===== src/design/pps_pkg.sv =====
// Package for the prime/parity/sum classifier.
// Holds the word structs, fixed field widths, the first trial divisor and FSM state types.
// No dependencies.
package pps_pkg;

	// Fixed field widths
	localparam int VALUE_W     = 16;
	localparam int ODD_SUM_W   = 31;
	localparam int EVEN_SUM_W  = 30;
	localparam int PRIME_SUM_W = 31;

	// First trial divisor
	localparam int TRIAL_START = 2;

	// Input word
	typedef struct packed {
		logic [VALUE_W-1:0] value;
		logic               first;
		logic               last;
	} pps_item_t;

	// Result word
	typedef struct packed {
		logic                   is_odd;
		logic                   is_prime;
		logic [ODD_SUM_W-1:0]   odd_sum;
		logic [EVEN_SUM_W-1:0]  even_sum;
		logic [PRIME_SUM_W-1:0] prime_sum;
		logic                   end_of_run;
	} pps_result_t;

	// Running sums as one group
	typedef struct packed {
		logic [ODD_SUM_W-1:0]   odd_sum;
		logic [EVEN_SUM_W-1:0]  even_sum;
		logic [PRIME_SUM_W-1:0] prime_sum;
	} pps_sums_t;

	// Trial sequencer states
	typedef enum logic [1:0] {
		PT_IDLE,
		PT_CHECK,
		PT_DIV
	} pps_pt_state_t;

	// Top-level control states
	typedef enum logic [1:0] {
		TOP_IDLE,
		TOP_TEST,
		TOP_COMMIT
	} pps_top_state_t;

endpackage


===== src/design/pps_rem_serial.sv =====
// Bit-serial remainder unit: restoring division, one dividend bit per cycle.
// Depends on nothing but its parameters.
module pps_rem_serial #(
	parameter int DW = 16,
	parameter int JW = 9
) (
	input  logic          clk,
	input  logic          arst_n,
	input  logic          start,
	input  logic [DW-1:0] dividend,
	input  logic [JW-1:0] divisor,
	output logic          done,
	output logic          rem_zero
);
	localparam int CW = $clog2(DW + 1);

	logic [DW-1:0] shreg_q;
	logic [JW-1:0] rem_q;
	logic [CW-1:0] cnt_q;
	logic          run_q;
	logic          done_q;
	logic [JW:0]   rem_sh;
	logic [JW:0]   rem_n;

	// Shift in the next dividend bit and subtract the divisor when it fits
	always_comb begin
		rem_sh = {rem_q, shreg_q[DW-1]};
		if (rem_sh >= {1'b0, divisor}) begin
			rem_n = rem_sh - {1'b0, divisor};
		end else begin
			rem_n = rem_sh;
		end
	end

	// Control: bit counter, run flag, done pulse
	always_ff @(posedge clk or negedge arst_n) begin
		if (!arst_n) begin
			run_q  <= 1'b0;
			cnt_q  <= '0;
			done_q <= 1'b0;
		end else begin
			done_q <= 1'b0;
			if (start) begin
				run_q <= 1'b1;
				cnt_q <= CW'(DW);
			end else if (run_q) begin
				cnt_q <= cnt_q - 1'b1;
				if (cnt_q == CW'(1)) begin
					run_q  <= 1'b0;
					done_q <= 1'b1;
				end
			end
		end
	end

	// Datapath: dividend shift register and partial remainder
	always_ff @(posedge clk) begin
		if (start) begin
			shreg_q <= dividend;
			rem_q   <= '0;
		end else if (run_q) begin
			shreg_q <= {shreg_q[DW-2:0], 1'b0};
			rem_q   <= rem_n[JW-1:0];
		end
	end

	assign done     = done_q;
	assign rem_zero = (rem_q == '0);

endmodule


===== src/design/pps_prime_test.sv =====
// Trial-division sequencer: steps divisors from 2 while j*j <= value.
// Depends on pps_pkg and pps_rem_serial.
module pps_prime_test #(
	parameter int DW = 16
) (
	input  logic          clk,
	input  logic          arst_n,
	input  logic          start,
	input  logic [DW-1:0] value,
	output logic          done,
	output logic          is_prime
);
	import pps_pkg::*;

	localparam int JW = (DW + 1) / 2 + 1;
	localparam int SW = DW + 2;

	pps_pt_state_t state_q, state_n;
	logic [DW-1:0] v_q;
	logic [JW-1:0] j_q;
	logic [SW-1:0] sq_q;
	logic          done_q;
	logic          prime_q;
	logic          rem_start;
	logic          rem_done;
	logic          rem_zero;
	logic          sq_over;

	pps_rem_serial #(.DW(DW), .JW(JW)) u_rem (
		.clk      (clk),
		.arst_n   (arst_n),
		.start    (rem_start),
		.dividend (v_q),
		.divisor  (j_q),
		.done     (rem_done),
		.rem_zero (rem_zero)
	);

	assign sq_over = (sq_q > {2'b00, v_q});

	// Next state
	always_comb begin
		state_n   = state_q;
		rem_start = 1'b0;
		case (state_q)
			PT_IDLE: begin
				if (start && value >= DW'(TRIAL_START)) begin
					state_n = PT_CHECK;
				end
			end
			PT_CHECK: begin
				if (sq_over) begin
					state_n = PT_IDLE;
				end else begin
					rem_start = 1'b1;
					state_n   = PT_DIV;
				end
			end
			PT_DIV: begin
				if (rem_done) begin
					state_n = rem_zero ? PT_IDLE : PT_CHECK;
				end
			end
			default: state_n = PT_IDLE;
		endcase
	end

	always_ff @(posedge clk or negedge arst_n) begin
		if (!arst_n) begin
			state_q <= PT_IDLE;
			done_q  <= 1'b0;
		end else begin
			state_q <= state_n;
			done_q  <= ((state_q == PT_IDLE) && start && value < DW'(TRIAL_START))
				|| ((state_q == PT_CHECK) && sq_over)
				|| ((state_q == PT_DIV) && rem_done && rem_zero);
		end
	end

	// Divisor, its square and the verdict
	always_ff @(posedge clk) begin
		case (state_q)
			PT_IDLE: begin
				if (start) begin
					v_q     <= value;
					j_q     <= JW'(TRIAL_START);
					sq_q    <= SW'(TRIAL_START * TRIAL_START);
					prime_q <= 1'b0;
				end
			end
			PT_CHECK: begin
				if (sq_over) begin
					prime_q <= 1'b1;
				end
			end
			PT_DIV: begin
				if (rem_done && !rem_zero) begin
					// (j+1)^2 = j^2 + 2j + 1
					j_q  <= j_q + 1'b1;
					sq_q <= sq_q + SW'({j_q, 1'b1});
				end
			end
			default: ;
		endcase
	end

	assign done     = done_q;
	assign is_prime = prime_q;

endmodule


===== src/design/pps_accum.sv =====
// Saturating running sums of odd, even and prime values.
// Depends on pps_pkg.
module pps_accum #(
	parameter int DW = 16
) (
	input  logic                clk,
	input  logic                arst_n,
	input  logic                commit,
	input  logic                first,
	input  logic                is_odd,
	input  logic                is_prime,
	input  logic [DW-1:0]       value,
	output pps_pkg::pps_sums_t  sums_next
);
	import pps_pkg::*;

	localparam logic [31:0] ODD_MAX   = 32'((64'd1 << ODD_SUM_W) - 1);
	localparam logic [31:0] EVEN_MAX  = 32'((64'd1 << EVEN_SUM_W) - 1);
	localparam logic [31:0] PRIME_MAX = 32'((64'd1 << PRIME_SUM_W) - 1);

	pps_sums_t   sums_q;
	logic [31:0] add_v;
	logic [31:0] odd_s, even_s, prime_s;

	// Clear on first, add and clamp at all ones
	always_comb begin
		add_v   = 32'(value);
		odd_s   = (first ? 32'd0 : 32'(sums_q.odd_sum)) + add_v;
		even_s  = (first ? 32'd0 : 32'(sums_q.even_sum)) + add_v;
		prime_s = (first ? 32'd0 : 32'(sums_q.prime_sum)) + add_v;

		sums_next = first ? '0 : sums_q;
		if (is_odd) begin
			sums_next.odd_sum = (odd_s > ODD_MAX) ? ODD_MAX[ODD_SUM_W-1:0]
				: odd_s[ODD_SUM_W-1:0];
		end else begin
			sums_next.even_sum = (even_s > EVEN_MAX) ? EVEN_MAX[EVEN_SUM_W-1:0]
				: even_s[EVEN_SUM_W-1:0];
		end
		if (is_prime) begin
			sums_next.prime_sum = (prime_s > PRIME_MAX) ? PRIME_MAX[PRIME_SUM_W-1:0]
				: prime_s[PRIME_SUM_W-1:0];
		end
	end

	always_ff @(posedge clk or negedge arst_n) begin
		if (!arst_n) begin
			sums_q <= '0;
		end else if (commit) begin
			sums_q <= sums_next;
		end
	end

endmodule


===== src/design/prime_parity_sum_classifier.sv =====
// Top level of the prime/parity/sum classifier.
// Depends on pps_pkg, pps_prime_test (with pps_rem_serial) and pps_accum.
//
//   channel | signals                          | payload
//   --------+----------------------------------+---------------------
//   item    | item_valid, item_ready           | item_data  (pps_item_t)
//   result  | res_valid,  res_ready            | res_data   (pps_result_t)
//
// One word at a time: a new word is taken only after the last one commits.
// Values below 2 skip trial division. Otherwise each trial divisor runs through
// the bit-serial remainder unit (DW is the used value width); a prime value
// takes one more divisor check, and at 16 bits up to 254 divisors are tried.
// Reset clears the sums, the control state and the result valid flag.
// A stalled result holds in its register; the next word is taken at once and
// only its commit waits until the held result leaves.
module prime_parity_sum_classifier #(
	parameter int VALUE_BITS = 16
) (
	input  logic                 clk,
	input  logic                 arst_n,
	input  logic                 item_valid,
	output logic                 item_ready,
	input  pps_pkg::pps_item_t   item_data,
	output logic                 res_valid,
	input  logic                 res_ready,
	output pps_pkg::pps_result_t res_data
);
	import pps_pkg::*;

	localparam int DW = (VALUE_BITS < VALUE_W) ? VALUE_BITS : VALUE_W;

	pps_top_state_t state_q, state_n;
	logic [DW-1:0]  v_q;
	logic           first_q;
	logic           last_q;
	logic           prime_q;
	logic           res_valid_q;
	pps_result_t    res_q;
	logic           accept;
	logic           commit;
	logic           pt_done;
	logic           pt_prime;
	pps_sums_t      sums_next;

	pps_prime_test #(.DW(DW)) u_test (
		.clk      (clk),
		.arst_n   (arst_n),
		.start    (accept),
		.value    (item_data.value[DW-1:0]),
		.done     (pt_done),
		.is_prime (pt_prime)
	);

	pps_accum #(.DW(DW)) u_accum (
		.clk       (clk),
		.arst_n    (arst_n),
		.commit    (commit),
		.first     (first_q),
		.is_odd    (v_q[0]),
		.is_prime  (prime_q),
		.value     (v_q),
		.sums_next (sums_next)
	);

	// Next state and handshake
	always_comb begin
		state_n    = state_q;
		item_ready = 1'b0;
		commit     = 1'b0;
		case (state_q)
			TOP_IDLE: begin
				item_ready = 1'b1;
				if (item_valid) begin
					state_n = TOP_TEST;
				end
			end
			TOP_TEST: begin
				if (pt_done) begin
					state_n = TOP_COMMIT;
				end
			end
			TOP_COMMIT: begin
				if (!res_valid_q || res_ready) begin
					commit  = 1'b1;
					state_n = TOP_IDLE;
				end
			end
			default: state_n = TOP_IDLE;
		endcase
	end

	assign accept = item_valid && item_ready;

	always_ff @(posedge clk or negedge arst_n) begin
		if (!arst_n) begin
			state_q     <= TOP_IDLE;
			res_valid_q <= 1'b0;
		end else begin
			state_q <= state_n;
			if (commit) begin
				res_valid_q <= 1'b1;
			end else if (res_ready) begin
				res_valid_q <= 1'b0;
			end
		end
	end

	// Hold the word, the verdict and the result
	always_ff @(posedge clk) begin
		if (accept) begin
			v_q     <= item_data.value[DW-1:0];
			first_q <= item_data.first;
			last_q  <= item_data.last;
		end
		if (pt_done) begin
			prime_q <= pt_prime;
		end
		if (commit) begin
			res_q.is_odd     <= v_q[0];
			res_q.is_prime   <= prime_q;
			res_q.odd_sum    <= sums_next.odd_sum;
			res_q.even_sum   <= sums_next.even_sum;
			res_q.prime_sum  <= sums_next.prime_sum;
			res_q.end_of_run <= last_q;
		end
	end

	assign res_valid = res_valid_q;
	assign res_data  = res_q;

endmodule


===== config.mk =====
export PLATFORM = sky130hd
export DESIGN_NAME = prime_parity_sum_classifier
export DESIGN_NICKNAME = d
export VERILOG_FILES = /design/src/design/pps_pkg.sv /design/src/design/pps_rem_serial.sv /design/src/design/pps_prime_test.sv /design/src/design/pps_accum.sv /design/src/design/prime_parity_sum_classifier.sv
export SDC_FILE = /design/constraint.sdc
export NUM_CORES = 1
export LEC_CHECK = 0
export ABC_AREA = 1
export BUFFER_PORTS_ARGS = -buffer_cell sky130_fd_sc_hd__buf_2
export CORE_MARGIN = 5
export CORE_UTILIZATION = 55
export CTS_CLUSTER_DIAMETER = 60
export CTS_CLUSTER_SIZE = 8
export DETAILED_ROUTE_END_ITERATION = 10
export GPL_TIMING_DRIVEN = 0
export PLACE_DENSITY = 0.76
export SYNTH_ARGS = -nofsm -noshare
export SYNTH_HDL_FRONTEND = slang
export SYNTH_SLANG_ARGS = --single-unit

===== constraint.sdc =====
create_clock -name clk -period 5.8 [get_ports clk]
set_input_delay 0.58 -clock clk [delete_from_list [all_inputs] [get_ports clk]]
set_output_delay 0.58 -clock clk [all_outputs]
set_load 0.02 [all_outputs]

==> results of run 1 <==
state kept, by name, indices dropped and copies added, names as in the netlist, 2 cells and up:
register	cells
u_test.u_rem.rem_q	9
u_test.v_q	16
u_test.state_q	2
res_data	95
v_q	16
u_test.u_rem.cnt_q	5
u_test.sq_q	18
u_test.u_rem.shreg_q	16
u_test.j_q	9
state_q	2
u_accum.sums_q	92
cells by family (layout without fill, tap and decap cells):
| kind of cell | count (synthesis) | in the layout | synth area share [%] |
|---|---|---|---|
| AOI/OAI and AO/OA | 273 | 273 | 8.511 |
| xor gates and xnor gates | 51 | 51 | 2.450 |
| adders and majority gates | 90 | 90 | 6.383 |
| buffers and inverters | 387 | 586 | 8.428 |
| DFF | 288 | 288 | 44.06 |
| and+or+nand+nor | 1262 | 1262 | 30.16 |
metal layers:
| metal | vias to the layer above | GRT usage [%] | routed length [microns] |
|---|---|---|---|
| li1 | 8007 | - | - |
| met5 | - | 0 | 20 |
| met3 | 115 | 4.980 | 3870 |
| met1 | 7804 | 39.00 | 22900 |
| met4 | 2 | 10.56 | 2110 |
| met2 | 597 | 45.54 | 23740 |
power by group through the flow:
stage	registers (uW)	logic (uW)	clock network, uW
after floorplan	3070	2580	0
after global placement	3110	3430	0
after detailed placement	3110	3530	0
after CTS	3080	3560	2400
after global routing	3130	4050	2510
final	3090	3590	2360
critical path, stage by stage (launching register included):
cell and delay [ns]:
edfxtp_1 0.43, buf_6 0.20, buf_2 0.39, buf_2 0.42, buf_2 0.35, buf_1 0.51, nor2_1 0.11, ha_1 0.39
nand2_1 0.11, nand3_1 0.17, nand2_1 0.10, nand2_1 0.14, nand2_1 0.09, nand2_1 0.11, nand2_1 0.10, nand2_2 0.10
a21oi_2 0.26, buf_2 0.30, a21boi_0 0.22
cell usage after synthesis (2+ instances only):
cell	number	area [sq um]
nand3_2	36	360.4
nor3_4	2	32.53
a21boi_1	8	60.06
clkbuf_1	30	112.6
buf_4	5	37.54
nand4_1	28	175.2
nand3_1	182	910.9
o211ai_1	4	30.03
a21oi_1	80	400.4
xnor2_1	28	245.2
nor2_4	2	22.52
nor2_1	220	825.8
nor4_1	10	62.56
a21boi_0	32	240.2
dfrtp_1	105	2628
o21ai_1	15	75.07
fa_1	5	100.1
a21oi_2	2	17.52
inv_1	313	1175
a31oi_1	2	12.51
ha_1	85	1064
o21a_1	8	60.06
nor2_2	2	12.51
a21o_1	3	22.52
inv_2	5	18.77
buf_2	10	50.05
o22ai_1	6	37.54
buf_1	17	63.81
xor2_1	23	201.4
nand3b_1	16	120.1
nand2_2	4	25.02
and2_1	4	25.02
o21ai_0	105	525.5
edfxtp_1	174	5225
or2_2	3	18.77
nor3_1	30	150.1
o21bai_1	5	37.54
nand2_1	717	2691
buf_6	7	78.83
dfxtp_1	9	180.2
layout make-up:
cell class | count | area, sq um | share of cell area [%]
clock buffer | 73 | 1219 | 5.870
tap | 442 | 553.0 | 2.664
multi-input combinational | 1676 | 8661 | 41.72
sequential | 288 | 8033 | 38.69
inverter | 318 | 1194 | 5.750
timing repair buffer | 121 | 661.9 | 3.188
clock inverter | 5 | 92.59 | 0.4460
buffer | 69 | 346.6 | 1.669
per-stage QoR:
step | utilization, % | TNS [ns] | total power, uW | instances | instance area (sq um)
finish | 63.64 | 0 | 9048 | 2992 | 20760
global route | 63.64 | 0 | 9691 | 2992 | 20760
CTS | 63.64 | 0 | 9037 | 2992 | 20760
detailed placement | 59.59 | 0 | 6642 | 2913 | 19440
global placement | 59.39 | -35.42 | 6537 | 2911 | 19370
floorplan | - | 0 | 5645 | 2351 | 18230
worst paths after layout:
check	slack, ns	startpoint	cells past startpoint	to
worst max-delay path	0.99	first_q	18	res_data[63]
worst min-delay path	0.20	item_data[0]	1	last_q
worst max register to register	0.99	first_q	18	res_data[63]
worst min register to register	0.42	last_q	0	res_data[0]
max in group asynchronous	4.59	arst_n	3	u_accum.sums_q[80]
min in group asynchronous	0.45	arst_n	2	u_accum.sums_q[20]
repair_timing:
item                      CTS  global route
hold endpoints to repair   20             0
gates resized for setup     0             0
hold buffers                1             0
==> impl_metrics.toml, run 1 <==
[status]
status = "finished clean"

[clock_tree]
h-tree-depth = 2
clockRootBuffer = "clkbuf_16"
clk_latency_ns = 0.56
cts.sink_count = 288
numCtsBuffers = 43
cts_tree = "done"
cts_buffer_depth = 3
clkTransAtPathRegs_ns = 0.05
post_cts_buffers = 0

[timing]
finalMaxSlewViolations = 0
setup_viol = 0
fin_ws_ns = 0.9891
finalHoldViolations = 0
worst_slew_pin_slew_ns = 1.157
maxSlewHeadroom_pct = 22.66
period_minus_slack_ns = 4.811
clock_skew_ns = 0.02666
period_share_pct = 82.95
rsz0062_at_grt = "no"
clock.fmax_mhz = 207.9
hold_ws_ns = 0.1963

[die]
die_h_microns = 192.1
num_io_pins = 119
num_rows = 66
die_w_microns = 192.1
initial_core_util_pct = 55.89
dieArea_sq_um = 36890
coreArea_sq_um = 32620

[power_and_ir_drop]
switchingPower_uw = 3649
pwr_density_cell_nw_per_um2 = 435.8
p_sw_share_pct = 40.33
p_seq_share_pct = 34.2
power.clock.fraction_pct = 26.1
peakVddDrop_uv = 318.9
p_leak_uw = 0.01002
internal-power_uw = 5399
pwr-share-comb_pct = 39.7

[critical_path]
endpoint_kind = "register"
worst_setup_path_start_kind = "register"
crit_arrival_ns = 5.07
crit_fanout = 10
required_ns = 6.06
worst-setup-path-type = "reg2reg"

[synth]
postSynth.asyncResetShare_pct = 36.46
synth_warnings = 0
synth.distinct_cells = 49
synth_nets = 2463
ys_seq_area_share_pct = 44.06
syn_area_sq_um = 18230
ys_seq_elements = 288
synth_edf_count = 174
netlist_instances = 2351
synth_area_per_cell_sq_um = 7.754
synth-main-ff-cell = "edfxtp_1"

[flow_run]
maxCapViolCount = 0

[routing]
drtIter0Drc = 1455
wl_mm = 52.64
viasPerCell = 5.523
wire_per_inst_microns = 17.59
dr_total_vias = 16525
dr.pass1.iters = 5
drc = 0
ant_nets = 0

[final_layout]
drive_gt1_share_pct = 9.922
nets = 2629
antenna_cells = 0
final_cell_mix = "nand2_1 (717), inv_1 (313), nor2_1 (220), nand3_1 (182), edfxtp_1 (174)"
fillers = 2889
synthToLayoutAreaGrowth_pct = 13.88
final_common_cell = "nand2_1"

[global_route]
grt_overflow_total = 0
grt_max_degree = 86
track_usage_pct = 28.44
grt_pass1_vias = 15628
antenna_found_initial = 1
grt_pass1_wl_mm = 82.54

[min_path]
hold_path.class = "in2reg"

[placement]
place_congestion = 0.9740
portBuffers = 118
pre_cts_slack_ns = 1.117
hpwlAfterDp_mm = 39.37
No activity file was read; power rests on OpenSTA's default activity.
==> inputs of run 2 (changes only) <==
--- a/config.mk
+++ b/config.mk
@@ -13,7 +13,7 @@
 export CTS_CLUSTER_SIZE = 8
 export DETAILED_ROUTE_END_ITERATION = 10
 export GPL_TIMING_DRIVEN = 0
-export PLACE_DENSITY = 0.76
+export PLACE_DENSITY = 0.79
 export SYNTH_ARGS = -nofsm -noshare
 export SYNTH_HDL_FRONTEND = slang
 export SYNTH_SLANG_ARGS = --single-unit
==> constraint.sdc (replaced) <==
create_clock -name clk -period 3.9 [get_ports clk]
set_input_delay 0.39 -clock clk [delete_from_list [all_inputs] [get_ports clk]]
set_output_delay 0.39 -clock clk [all_outputs]
set_load 0.02 [all_outputs]
==> run 2 against run 1 <==
Sequential cell count is the same. Register-to-register slack lost 0.78 ns. Die area is the same. Critical path type unchanged. Routed wire length grew 0.31%. First-iteration DRC count shrank 4.5%. Global-route usage grew 0.53 points. Largest cell class unchanged. Worst hold slack lost 0.17 ns. Sequential share of layout area shrank 0.054 points. Setup slack lost 0.78 ns.
==> impl_metrics.toml, run 2 (synthesized netlist as in run 1, its figures left out) <==
[status]
status = "finished clean"

[global_route]
antenna_found_initial = 0
track_usage_pct = 28.97
grt_pass1_wl_mm = 84.21
grt_max_degree = 86
grt_pass1_vias = 15847
grt_overflow_total = 0

[critical_path]
r2r_cells = 16
endpoint = "res_data[65]"
r2r_start = "first_q"
crit_fanout = 19
crit_arrival_ns = 4.02
cp-startpoint = "first_q"
rr_endpoint = "res_data[65]"
worst_setup_path_start_kind = "register"
endpoint_kind = "register"
required_ns = 4.23
reg2reg_slack_ns = 0.21
worst-setup-path-type = "reg2reg"

[timing]
finalMaxSlewViolations = 0
period_minus_slack_ns = 3.693
fin_ws_ns = 0.2066
maxSlewHeadroom_pct = 22.16
clock_skew_ns = 0.02620
hold_ws_ns = 0.02702
finalHoldViolations = 0
setup_viol = 0
worst_slew_pin_slew_ns = 1.165
rsz0062_at_grt = "no"
tns_ns = 0
clock.fmax_mhz = 270.8
period_share_pct = 94.70

[die]
dieArea_sq_um = 36890
num_rows = 66
die_h_microns = 192.1
die_w_microns = 192.1
num_io_pins = 119
coreArea_sq_um = 32620
initial_core_util_pct = 55.89

[min_path]
hold_path.class = "in2reg"
hp-start = "item_data[14]"

[clock_tree]
clkTransAtPathRegs_ns = 0.05
post_cts_buffers = 0
cts.sink_count = 288
numCtsBuffers = 43
h-tree-depth = 2
clk_latency_ns = 0.58
cts_tree = "done"
cts_buffer_depth = 3
clockRootBuffer = "clkbuf_16"

[placement]
place_area_sq_um = 19440
place_congestion = 0.9693
pre_cts_slack_ns = -0.8780
hpwlAfterDp_mm = 39.43
portBuffers = 118

[power_and_ir_drop]
p_leak_uw = 0.01003
peakVddDrop_uv = 516.2
pwr_density_cell_nw_per_um2 = 648.1

[routing]
drtIter0Drc = 1390
viasPerCell = 5.507
drc = 0
dr.pass1.iters = 6
ant_nets = 0
dr_total_vias = 16482
wire_per_inst_microns = 17.64
wl_mm = 52.80

[final_layout]
fin_area_sq_um = 20790
final-seq-area_sq_um = 8033
fillers = 2797
final_common_cell = "nand2_1"
drive_gt1_share_pct = 9.996
largest_register_ffs = 95
final_cell_mix = "nand2_1 (717), inv_1 (313), nor2_1 (220), nand3_1 (182), edfxtp_1 (174)"
antenna_cells = 0
nets = 2628
multi_input_area_sq_um = 8668
final_core_util_pct = 63.73
synthToLayoutAreaGrowth_pct = 14.04

[flow_run]
maxCapViolCount = 0
[run 2: changes by cell type in the layout (fill, tap and decap cells not counted), sizes merged]
cell / previous run / this run
buf: 159 / 155
clkbuf: 103 / 107
clkinv: 4 / 2
dlygate4sd3: 1 / 3
clkinvlp: 0 / 1
[run 2: worst min-delay path by stage]
stage | end | cells after the start
CTS | u_test.v_q[12] | 1
detailed placement | u_accum.sums_q[25] | 1
finish | u_test.v_q[12] | 1
global route | u_test.v_q[12] | 1
floorplan | res_valid | 0
global placement | res_data[0] | 0
[run 2: power breakdown]
| group | leakage [uW] | switching [uW] | internal (uW) |
|---|---|---|---|
| logic | 0.00635 | 3610 | 1760 |
| clock network | 0.000616 | 1370 | 2150 |
| registers | 0.00306 | 440 | 4140 |
[run 2: timing repair]
| action | 4_1_cts | 5_1_grt |
|---|---|---|
| endpoints found under the setup margin | 184 | 66 |
| hold endpoints to repair | 22 | 0 |
| cloned | 0 | 0 |
| gates resized for setup | 7 | 7 |
| hold buffers | 3 | 0 |
[run 2: cell type report]
cell class | count | area share (%)
clock inverter | 4 | 0.2889
buffer | 66 | 1.721
tap | 442 | 2.660
clock buffer | 76 | 5.971
multi-input combinational | 1676 | 41.70
inverter | 318 | 5.742
sequential | 288 | 38.64
timing repair buffer | 123 | 3.280
[run 2: metrics by stage]
step           instances  total power [uW]
5_1_grt             2993             14430
3_5_place_dp        2913              9874
2_1_floorplan       2351              8388
4_1_cts             2994             13450
6_report            2993             13470
3_3_place_gp        2911              9707
[run 2: routing by layer]
layer	part of all wire [%]	wire, microns	vias to the layer above	global-route usage [%]
met2	46	24200	618	46.62
li1	-	-	8008	-
met5	0	0	-	0
met1	43	22650	7747	39.25
met3	7.2	3808	109	4.580
met4	4.1	2145	0	12.10
[run 2: critical path, stage by stage, from the launching register on]
cell and delay [ns]:
edfxtp_1 0.48, buf_8 0.26, buf_6 0.27, buf_4 0.25
nor2_1 0.07, ha_1 0.40, nand2_1 0.10, nand3_1 0.18
nand2_1 0.07, nand2_1 0.15, nand2_1 0.08, nand2_1 0.15
nand2_1 0.08, nand2_2 0.17, a21oi_4 0.10, clkbuf_4 0.22
a21boi_0 0.37
